## src/rtl/core/sssd_pkg.sv

```systemverilog
// ----------------------------------------------------------------------------
// sssd_pkg
// Shared constants, types and helpers for the seven-segment scan driver.
// ----------------------------------------------------------------------------
package sssd_pkg;

   localparam int DIGITS_DEFAULT = 3;
   localparam int MAX_DIGITS     = 3;
   localparam int SEG_W          = 7;
   localparam int SLOT_W         = 2;

   localparam logic FUNC_SET  = 1'b0;
   localparam logic FUNC_SCAN = 1'b1;

   typedef struct packed {
      logic [MAX_DIGITS-1:0]            wr_en;
      logic [MAX_DIGITS-1:0][SEG_W-1:0] pattern;
   } split_type;

   function automatic logic [SEG_W-1:0] seg_pattern(input logic [3:0] digit);
      logic [SEG_W-1:0] pat;
      unique case (digit)
         4'd0:    pat = 7'h77;
         4'd1:    pat = 7'h24;
         4'd2:    pat = 7'h5D;
         4'd3:    pat = 7'h6D;
         4'd4:    pat = 7'h2E;
         4'd5:    pat = 7'h6B;
         4'd6:    pat = 7'h7B;
         4'd7:    pat = 7'h25;
         4'd8:    pat = 7'h7F;
         4'd9:    pat = 7'h6F;
         default: pat = '0;
      endcase
      return pat;
   endfunction

   // exact for every 8-bit value
   function automatic logic [7:0] div10(input logic [7:0] x);
      logic [18:0] prod;
      prod = {11'd0, x} * 19'd205;
      return prod[18:11];
   endfunction

endpackage

```

## src/rtl/core/sssd_split.sv

```systemverilog
// ----------------------------------------------------------------------------
// sssd_split
// Split a byte into decimal digits, most significant first, and look up
// each digit's segment pattern with its store write enable.
// ----------------------------------------------------------------------------
module sssd_split #(
   parameter int DIGITS = sssd_pkg::DIGITS_DEFAULT
) (
   input  logic [7:0]          value,
   output sssd_pkg::split_type split
);

   logic [7:0] hund;
   logic [7:0] rem100;
   logic [7:0] tens_src;
   logic [7:0] q10;
   logic [7:0] ones;
   logic [sssd_pkg::MAX_DIGITS-1:0][7:0] digit;

   always_comb begin
      if (value >= 8'd200) begin
         hund   = 8'd2;
         rem100 = value - 8'd200;
      end else if (value >= 8'd100) begin
         hund   = 8'd1;
         rem100 = value - 8'd100;
      end else begin
         hund   = 8'd0;
         rem100 = value;
      end
      tens_src = (DIGITS >= 3) ? rem100 : value;
      q10      = sssd_pkg::div10(tens_src);
      ones     = tens_src - 8'((q10 << 3) + (q10 << 1));

      digit = '0;
      if (DIGITS >= 3) begin
         digit[0] = hund;
         digit[1] = q10;
         digit[2] = ones;
      end else if (DIGITS == 2) begin
         digit[0] = q10;
         digit[1] = ones;
      end else begin
         digit[0] = value;
      end

      for (int i = 0; i < sssd_pkg::MAX_DIGITS; i++) begin
         split.wr_en[i]   = (i < DIGITS) && (digit[i] < 8'd10);
         split.pattern[i] = sssd_pkg::seg_pattern(digit[i][3:0]);
      end
   end

endmodule

```

## src/rtl/core/seven_segment_scan_driver.sv

```systemverilog
// ----------------------------------------------------------------------------
// seven_segment_scan_driver
// Multiplexed seven-segment driver: set requests store digit patterns, scan
// requests return the drive for the current slot and advance the slot.
// ----------------------------------------------------------------------------
//  channel  | ports                                   | direction
//  req      | req_valid req_ready req_func req_value  | in
//  rsp      | rsp_valid rsp_ready rsp_common_drive    | out
//           | rsp_segment_drive                       |
//
//  One request per cycle while req_ready is high; a scan result appears in the
//  cycle after acceptance from the result register. Set requests give no
//  result. Reset clears the digit store, slot index and result valid flag.
//  A request is taken whenever the result register is empty or being read,
//  so rsp_ready low stalls the input only while a result waits.
// ----------------------------------------------------------------------------
module seven_segment_scan_driver #(
   parameter int DIGITS = sssd_pkg::DIGITS_DEFAULT
) (
   input  logic                      clock,
   input  logic                      reset,
   input  logic                      req_valid,
   output logic                      req_ready,
   input  logic                      req_func,
   input  logic [7:0]                req_value,
   output logic                      rsp_valid,
   input  logic                      rsp_ready,
   output logic [2:0]                rsp_common_drive,
   output logic [sssd_pkg::SEG_W-1:0] rsp_segment_drive
);

   sssd_pkg::split_type split;

   logic [DIGITS-1:0][sssd_pkg::SEG_W-1:0] patterns_ff, patterns_in;
   logic [sssd_pkg::SLOT_W-1:0]            slot_ff, slot_in;
   logic                                   rsp_valid_ff, rsp_valid_in;
   logic [2:0]                             common_ff, common_in;
   logic [sssd_pkg::SEG_W-1:0]             segment_ff, segment_in;
   logic                                   accept;

   sssd_split #(.DIGITS(DIGITS)) u_split (
      .value (req_value),
      .split (split)
   );

   assign req_ready = !rsp_valid_ff || rsp_ready;
   assign accept    = req_valid && req_ready;

   always_comb begin
      patterns_in  = patterns_ff;
      slot_in      = slot_ff;
      rsp_valid_in = rsp_valid_ff && !rsp_ready;
      common_in    = common_ff;
      segment_in   = segment_ff;
      if (accept) begin
         if (req_func == sssd_pkg::FUNC_SET) begin
            for (int i = 0; i < DIGITS; i++) begin
               if (split.wr_en[i]) begin
                  patterns_in[i] = split.pattern[i];
               end
            end
         end else begin
            common_in  = '0;
            segment_in = '0;
            for (int i = 0; i < DIGITS; i++) begin
               if (slot_ff == sssd_pkg::SLOT_W'(i)) begin
                  common_in  = 3'(1 << i);
                  segment_in = patterns_ff[i];
               end
            end
            slot_in      = slot_ff + 1'b1;
            rsp_valid_in = 1'b1;
         end
      end
   end

   always_ff @(posedge clock) begin
      if (reset) begin
         patterns_ff  <= '0;
         slot_ff      <= '0;
         rsp_valid_ff <= 1'b0;
      end else begin
         patterns_ff  <= patterns_in;
         slot_ff      <= slot_in;
         rsp_valid_ff <= rsp_valid_in;
      end
   end

   always_ff @(posedge clock) begin
      common_ff  <= common_in;
      segment_ff <= segment_in;
   end

   assign rsp_valid         = rsp_valid_ff;
   assign rsp_common_drive  = common_ff;
   assign rsp_segment_drive = segment_ff;

endmodule
```

## config.mk

```make
export PLATFORM = sky130hd
export DESIGN_NAME = seven_segment_scan_driver
export DESIGN_NICKNAME = d
export VERILOG_FILES = /design/src/rtl/core/sssd_pkg.sv /design/src/rtl/core/sssd_split.sv /design/src/rtl/core/seven_segment_scan_driver.sv
export SDC_FILE = /design/constraint.sdc
export NUM_CORES = 1
export LEC_CHECK = 0
export BUFFER_PORTS_ARGS = -buffer_cell sky130_fd_sc_hd__buf_4
export CAP_MARGIN = 20
export CORE_MARGIN = 10
export CORE_UTILIZATION = 55
export CTS_BUF_LIST = sky130_fd_sc_hd__clkbuf_4 sky130_fd_sc_hd__clkbuf_8
export DETAILED_ROUTE_END_ITERATION = 12
export PLACE_DENSITY = 0.77
export SLEW_MARGIN = 0
export SYNTH_ARGS = -nofsm -noshare
export SYNTH_HDL_FRONTEND = slang
export SYNTH_SLANG_ARGS = --single-unit
```

## constraint.sdc

```tcl
create_clock -name clock -period 11 [get_ports clock]
set_clock_uncertainty 0.15 [all_clocks]
set_input_delay 1.1 -clock clock [delete_from_list [all_inputs] [get_ports clock]]
set_output_delay 1.1 -clock clock [all_outputs]
set_load 0.05 [all_outputs]
```

* After elaboration in Yosys (flattened, before gate mapping) *
Memory sizes are Yosys's and may differ from the RTL's. A register that Yosys moved wholly into a read port is not among the register bits.
Cells that the tools add are included.

word-level totals
  bits in registers = 13
  memories = 3
  bits of input ports = 13
  logic and storage cells = 44
  memory bits (read-only) = 336

operators by class
  add/sub/neg operators = 5
  equality and inequality tests = 2
  $lt $le $gt $ge = 5
  reductions and logical operators = 11
  bitwise logic cells = 1
  multipliers = 1
  muxes and demuxes = 11

memories
  name              words  width  read ports  clocked after Yosys merged registers in  wr ports  line            source
  (name not given)  16     7      1           1                                        0         sssd_pkg.sv:22  unique case (digit)
  (name not given)  16     7      1           1                                        0         sssd_pkg.sv:22
  (name not given)  16     7      1           1                                        0         sssd_pkg.sv:22

operators by type and width
  cell                                                                number
  2-to-1 mux 7 bit                                                    3
  < comparator 8 x 4 -> 1 bit (second input constant)                 2
  multiplier 8 x 8 -> 16 bit (second input constant)                  1
  2-to-1 mux 8 bit                                                    2
  AND reduction 3 bit                                                 3
  adder 8 x 6 -> 8 bit                                                1
  greater-or-equal comparator 8 x 7 -> 1 bit (second input constant)  1
  greater-or-equal comparator 8 bit (second input constant)           1
  subtractor 8 x 7 -> 8 bit (second input constant)                   1
  subtractor 8 bit                                                    1
  subtractor 8 bit (second input constant)                            1
  < comparator 5 x 4 -> 1 bit (second input constant)                 1
  2-to-1 mux 1 bit                                                    4
  2-to-1 mux 3 bit                                                    1
  adder 2 x 1 -> 2 bit (second input constant)                        1
  == test 2 x 1 -> 1 bit (second input constant)                      1
  == test 2 bit (second input constant)                               1
  logical AND 1 bit                                                   2
  zero test 1 bit                                                     2
  zero test 2 bit                                                     1
  2-to-1 mux 2 bit                                                    1
  AND reduction 2 bit                                                 1
  OR reduction 2 bit                                                  1
  logical OR 1 bit                                                    1
  inverter 1 bit                                                      1

* Longest topological paths before layout *
  depth in word-level cells = 8
  gate-level depth with buffers = 37
  mapped depth without buffers = 36

* Hierarchy *
A second synthesis with hierarchy kept.

unflattened totals
  cells, all modules = 440
  area total of the unflattened synthesis = 3953.8 µm²

modules (own cells, without submodules)
  module                     seq. area each (µm²)  area each (µm²)  instances  cells each
  sssd_split                 0.0                   2333.5           1          285
  seven_segment_scan_driver  780.7                 1620.3           1          155

* Worst setup path before layout *
OpenSTA, ideal clock, no wires.

  path type = input to register
  start point = input req_value[2]
  end point = register patterns_ff[16] (netlist name)
  cell stages on the path = 30
  path buffers = 1
  slack = 1.826 ns
  required time = 10.734 ns
  arrival time = 8.907 ns
  cells stage by stage = inv_1 > ha_1 > a211o_1 > o311a_1 > o31ai_1 > xor2_1 > ha_1 > inv_1 > fa_1 > inv_1 > fa_1 > inv_1 > fa_1 > inv_1 > ha_1 > and3_1 > o21ai_1 > a21oi_2 > a2111oi_0 > inv_1 > fa_1 > ha_1 > nand2_1 > a31oi_1 > nand3_1 > a31oi_1 > xnor3_2 > and2_4 > buf_6 > a41o_1

between the ends
  word-level cells in the longest chain between the ends = 8
  elaborated cells on any way between the ends = 11

ends and longest elaborated chain
  what                                                                                            line                                source
  from (decl)                                                                                     seven_segment_scan_driver.sv:25     input logic [7:0] req_value,
  subtractor 8 x 7 -> 8 bit / greater-or-equal comparator 8 x 7 -> 1 bit (equally long branches)  sssd_split.sv:26, sssd_split.sv:24
  2-to-1 mux 8 bit                                                                                sssd_split.sv:24                    end else if (value >= 8'd100) begin
  2-to-1 mux 8 bit (*)                                                                            sssd_split.sv:21                    if (value >= 8'd200) begin
  multiplier 8 x 8 -> 16 bit                                                                      sssd_pkg.sv:41                      prod = {11'd0, x} * 19'd205;
  adder 8 x 6 -> 8 bit                                                                            sssd_split.sv:33                    ones = tens_src - 8'((q10 << 3) + (q10 << 1));
  subtractor 8 bit (*)                                                                            sssd_split.sv:33
  < comparator 8 x 4 -> 1 bit                                                                     sssd_split.sv:48                    split.wr_en[i] = (i < DIGITS) && (digit[i] < 8'd10);
  AND reduction 3 bit (no source line)                                                            n/a
  to (decl)                                                                                       seven_segment_scan_driver.sv:34     logic [DIGITS-1:0][sssd_pkg::SEG_W-1:0] patterns_ff, patterns_in;

Every way passes the cells marked *; elsewhere a longest branch is shown, timed or not.
A chain may end at the register's enable or synchronous reset.

* Worst setup path after layout *
  start point = input req_value[0]
  end point = register patterns_ff[17] (netlist name)

The elaborated chain is that of the path after synthesis.

==> flow_summary.yaml <==
final_layout:
  syn2layout_area_growth_pct: 8.907
  num_antenna_cells: 0
  ff_latch_area_um2: 740.7
  layout_common_cells: "ha_1, inv_1, nor2_1, nand2_1, a21oi_1"
  nFillCells: 552
  multi_input_area_um2: 2604
  final_common_cell: "ha_1"
  final_nets: 538
  drive_above_1_share_pct: 11.01
clock_network:
  h-tree-depth: 2
  cts.clk_slew.worst_paths_ns: 0.06
  cts_root_buf: "clkbuf_8"
  clock_latency_ns: 0.28
  cts_tree: "done"
  clockBufferDepth: 2
  cts_buffers: 5
  numClockSinks: 32
  post_cts.repair.setup_buffers: 0
  post_cts_resized: 0
  hold_buffers: 0
global_route:
  busiest_layer: "met2"
  grt_use_met2_pct: 27.67
  grt_overflow: 0
  grt_usage_pct: 15.64
  grtUsageMet3_pct: 2.469
  antenna_found_initial: 0
  grtUsageMet1_pct: 18.58
  grt_pass1_vias: 2933
  grt_pass1_wl_um: 13240
  grt_max_degree: 17
die:
  core_area_um2: 6350
  num_rows: 29
  boundaryPins: 25
  die_x_um: 100.7
  start_util_pct: 56.41
  fp.dieH_um: 100.7
  die_area_um2: 10140
drt:
  vias: 3001
  drt-vias-per-instance: 5.749
  drtIter0Drc: 140
  drc: 0
  detail_route.wirelength_um: 7827
  wl_per_cell_um: 14.99
  dr.pass1.iters: 4
  ant_nets: 0
critical_path:
  critPathTopFamily: "adder cells"
  worstPathMaxFanout: 8
  critical_path_class: "input pin to flip-flop"
  arrival_ns: 9.73
  crit_path_start_kind: "input pin"
  path_buf_inv: 7
  required_ns: 11.04
  end_kind: "flip-flop"
  crit_path_frequent_cell: "inv_1"
  crit_slowest_cell: "a2111oi_1"
  cpPeakStageDelay_ns: 0.57
timing:
  max_freq_mhz: 103.3
  setup_viol: 0
  fin_crit_ns: 9.684
  relSlewSlack_pct: 34.72
  period_share_pct: 88.04
  slew_violations: 0
  tns_ns: 0
  worst_pin_slew_ns: 0.9690
  rsz0062_at_grt: "false"
  final_hold_viol_count: 0
synthesis:
  async_flop_share_pct: 0
  synth_seq_cells: 32
  synth_cell_types: 62
  synthesis.nets: 516
  syn_avg_cell_area_um2: 8.489
  ys_warn_count: 0
  synth_top_flop_cell: "dfxtp_1"
  synth_edf_count: 10
  ys_seq_area_share_pct: 20.68
  syn_area_um2: 3582
  synthCells: 422
run_status:
  outcome: "finished, final reports clean"
job:
  drv_cap: 0
place:
  hpwl_um: 6425
  portBuffers: 24
  gp_congestion: 0.8848
min_path:
  hold_path_class: "flip-flop to flip-flop"
## Yosys cell counts (3+ instances only)
cell	n	area, µm²
ha_1	69	863.3
inv_1	49	183.9
nor2_1	43	161.4
nand2_1	38	142.6
a21oi_1	33	165.2
dfxtp_1	22	440.4
o21ai_0	21	105.1
fa_1	12	240.2
edfxtp_1	10	300.3
xnor2_1	10	87.58
a211oi_1	7	52.55
nand3_1	7	35.03
a31oi_1	6	37.54
clkbuf_1	6	22.52
xor2_1	6	52.55
a21o_1	5	37.54
and2_1	5	31.28
nor3_1	5	25.02
nand2b_1	4	25.02
a21oi_2	3	26.28
and3_1	3	18.77
and4_1	3	26.28
mux2i_1	3	30.03
nor2b_1	3	18.77
or3_1	3	18.77
## final timing paths
check / startpoint / end / slack (ns) / cells after the start
worst max register to register: rsp_valid / patterns_ff[18] / 8.51 / 9
worst min-delay path: patterns_ff[2] / patterns_ff[2] / 0.33 / 2
worst max-delay path: req_value[0] / patterns_ff[17] / 1.32 / 32
worst min register to register: patterns_ff[2] / patterns_ff[2] / 0.33 / 2
## cells by family after synthesis
group                    count (synthesis)  share of synthesized area (%)
buffers and inverters                   59                          6.636
multiplexers                             3                         0.8383
flip-flops                              32                          20.68
AO/OA/AOI/OAI                          102                          18.97
adder cells (fa/ha/maj)                 81                          30.81
AND/OR/NAND/NOR                        126                          16.59
XOR/XNOR                                19                          5.484
## layer usage
| metal | vias up | wire [µm] |
|---|---|---|
| met2 | 65 | 3893 |
| met4 | 0 | 167 |
| li1 | 1528 | - |
| met1 | 1393 | 3460 |
| met5 | - | 0 |
| met3 | 15 | 304 |
## worst register-to-register path: stages, from the launching register on
cell,delay [ns]
dfxtp_1,0.31
nand2b_1,0.12
nand2_1,0.07
nor2_1,0.61
o2111ai_1,0.21
nor2_1,0.13
o221a_2,0.20
and2_1,0.25
a21oi_1,0.12
a311oi_2,0.24
## metrics by stage
stage	cell area, µm²	util (%)	hold slack (ns)	instances	setup slack (ns)
after CTS	3901	61.44	0.3275	522	1.339
final	3901	61.44	0.3306	522	1.316
after global routing	3901	61.44	0.3573	522	0.7158
after global placement	3812	60.04	0.3003	514	1.083
after floorplan	3582	-	0.2902	422	1.826
after detailed placement	3812	60.04	0.3132	514	1.110
## state kept, by name, indices dropped and copies added (netlist names)
signal,flops
patterns_ff,19
rsp_common_drive,3
rsp_segment_drive,7
rsp_valid,1
slot_ff,2
## area by class of cell
cell class | count | area share [%]
Clock buffer | 7 | 2.149
Clock inverter | 1 | 0.1283
Inverter | 49 | 4.715
Multi-Input combinational cell | 331 | 66.74
Sequential cell | 32 | 18.99
Tap cell | 77 | 2.470
Timing Repair Buffer | 25 | 4.811
Power is left out: the tool's default activity adds up to more than one toggle a clock period on the data nets, which glitch-free logic cannot reach.
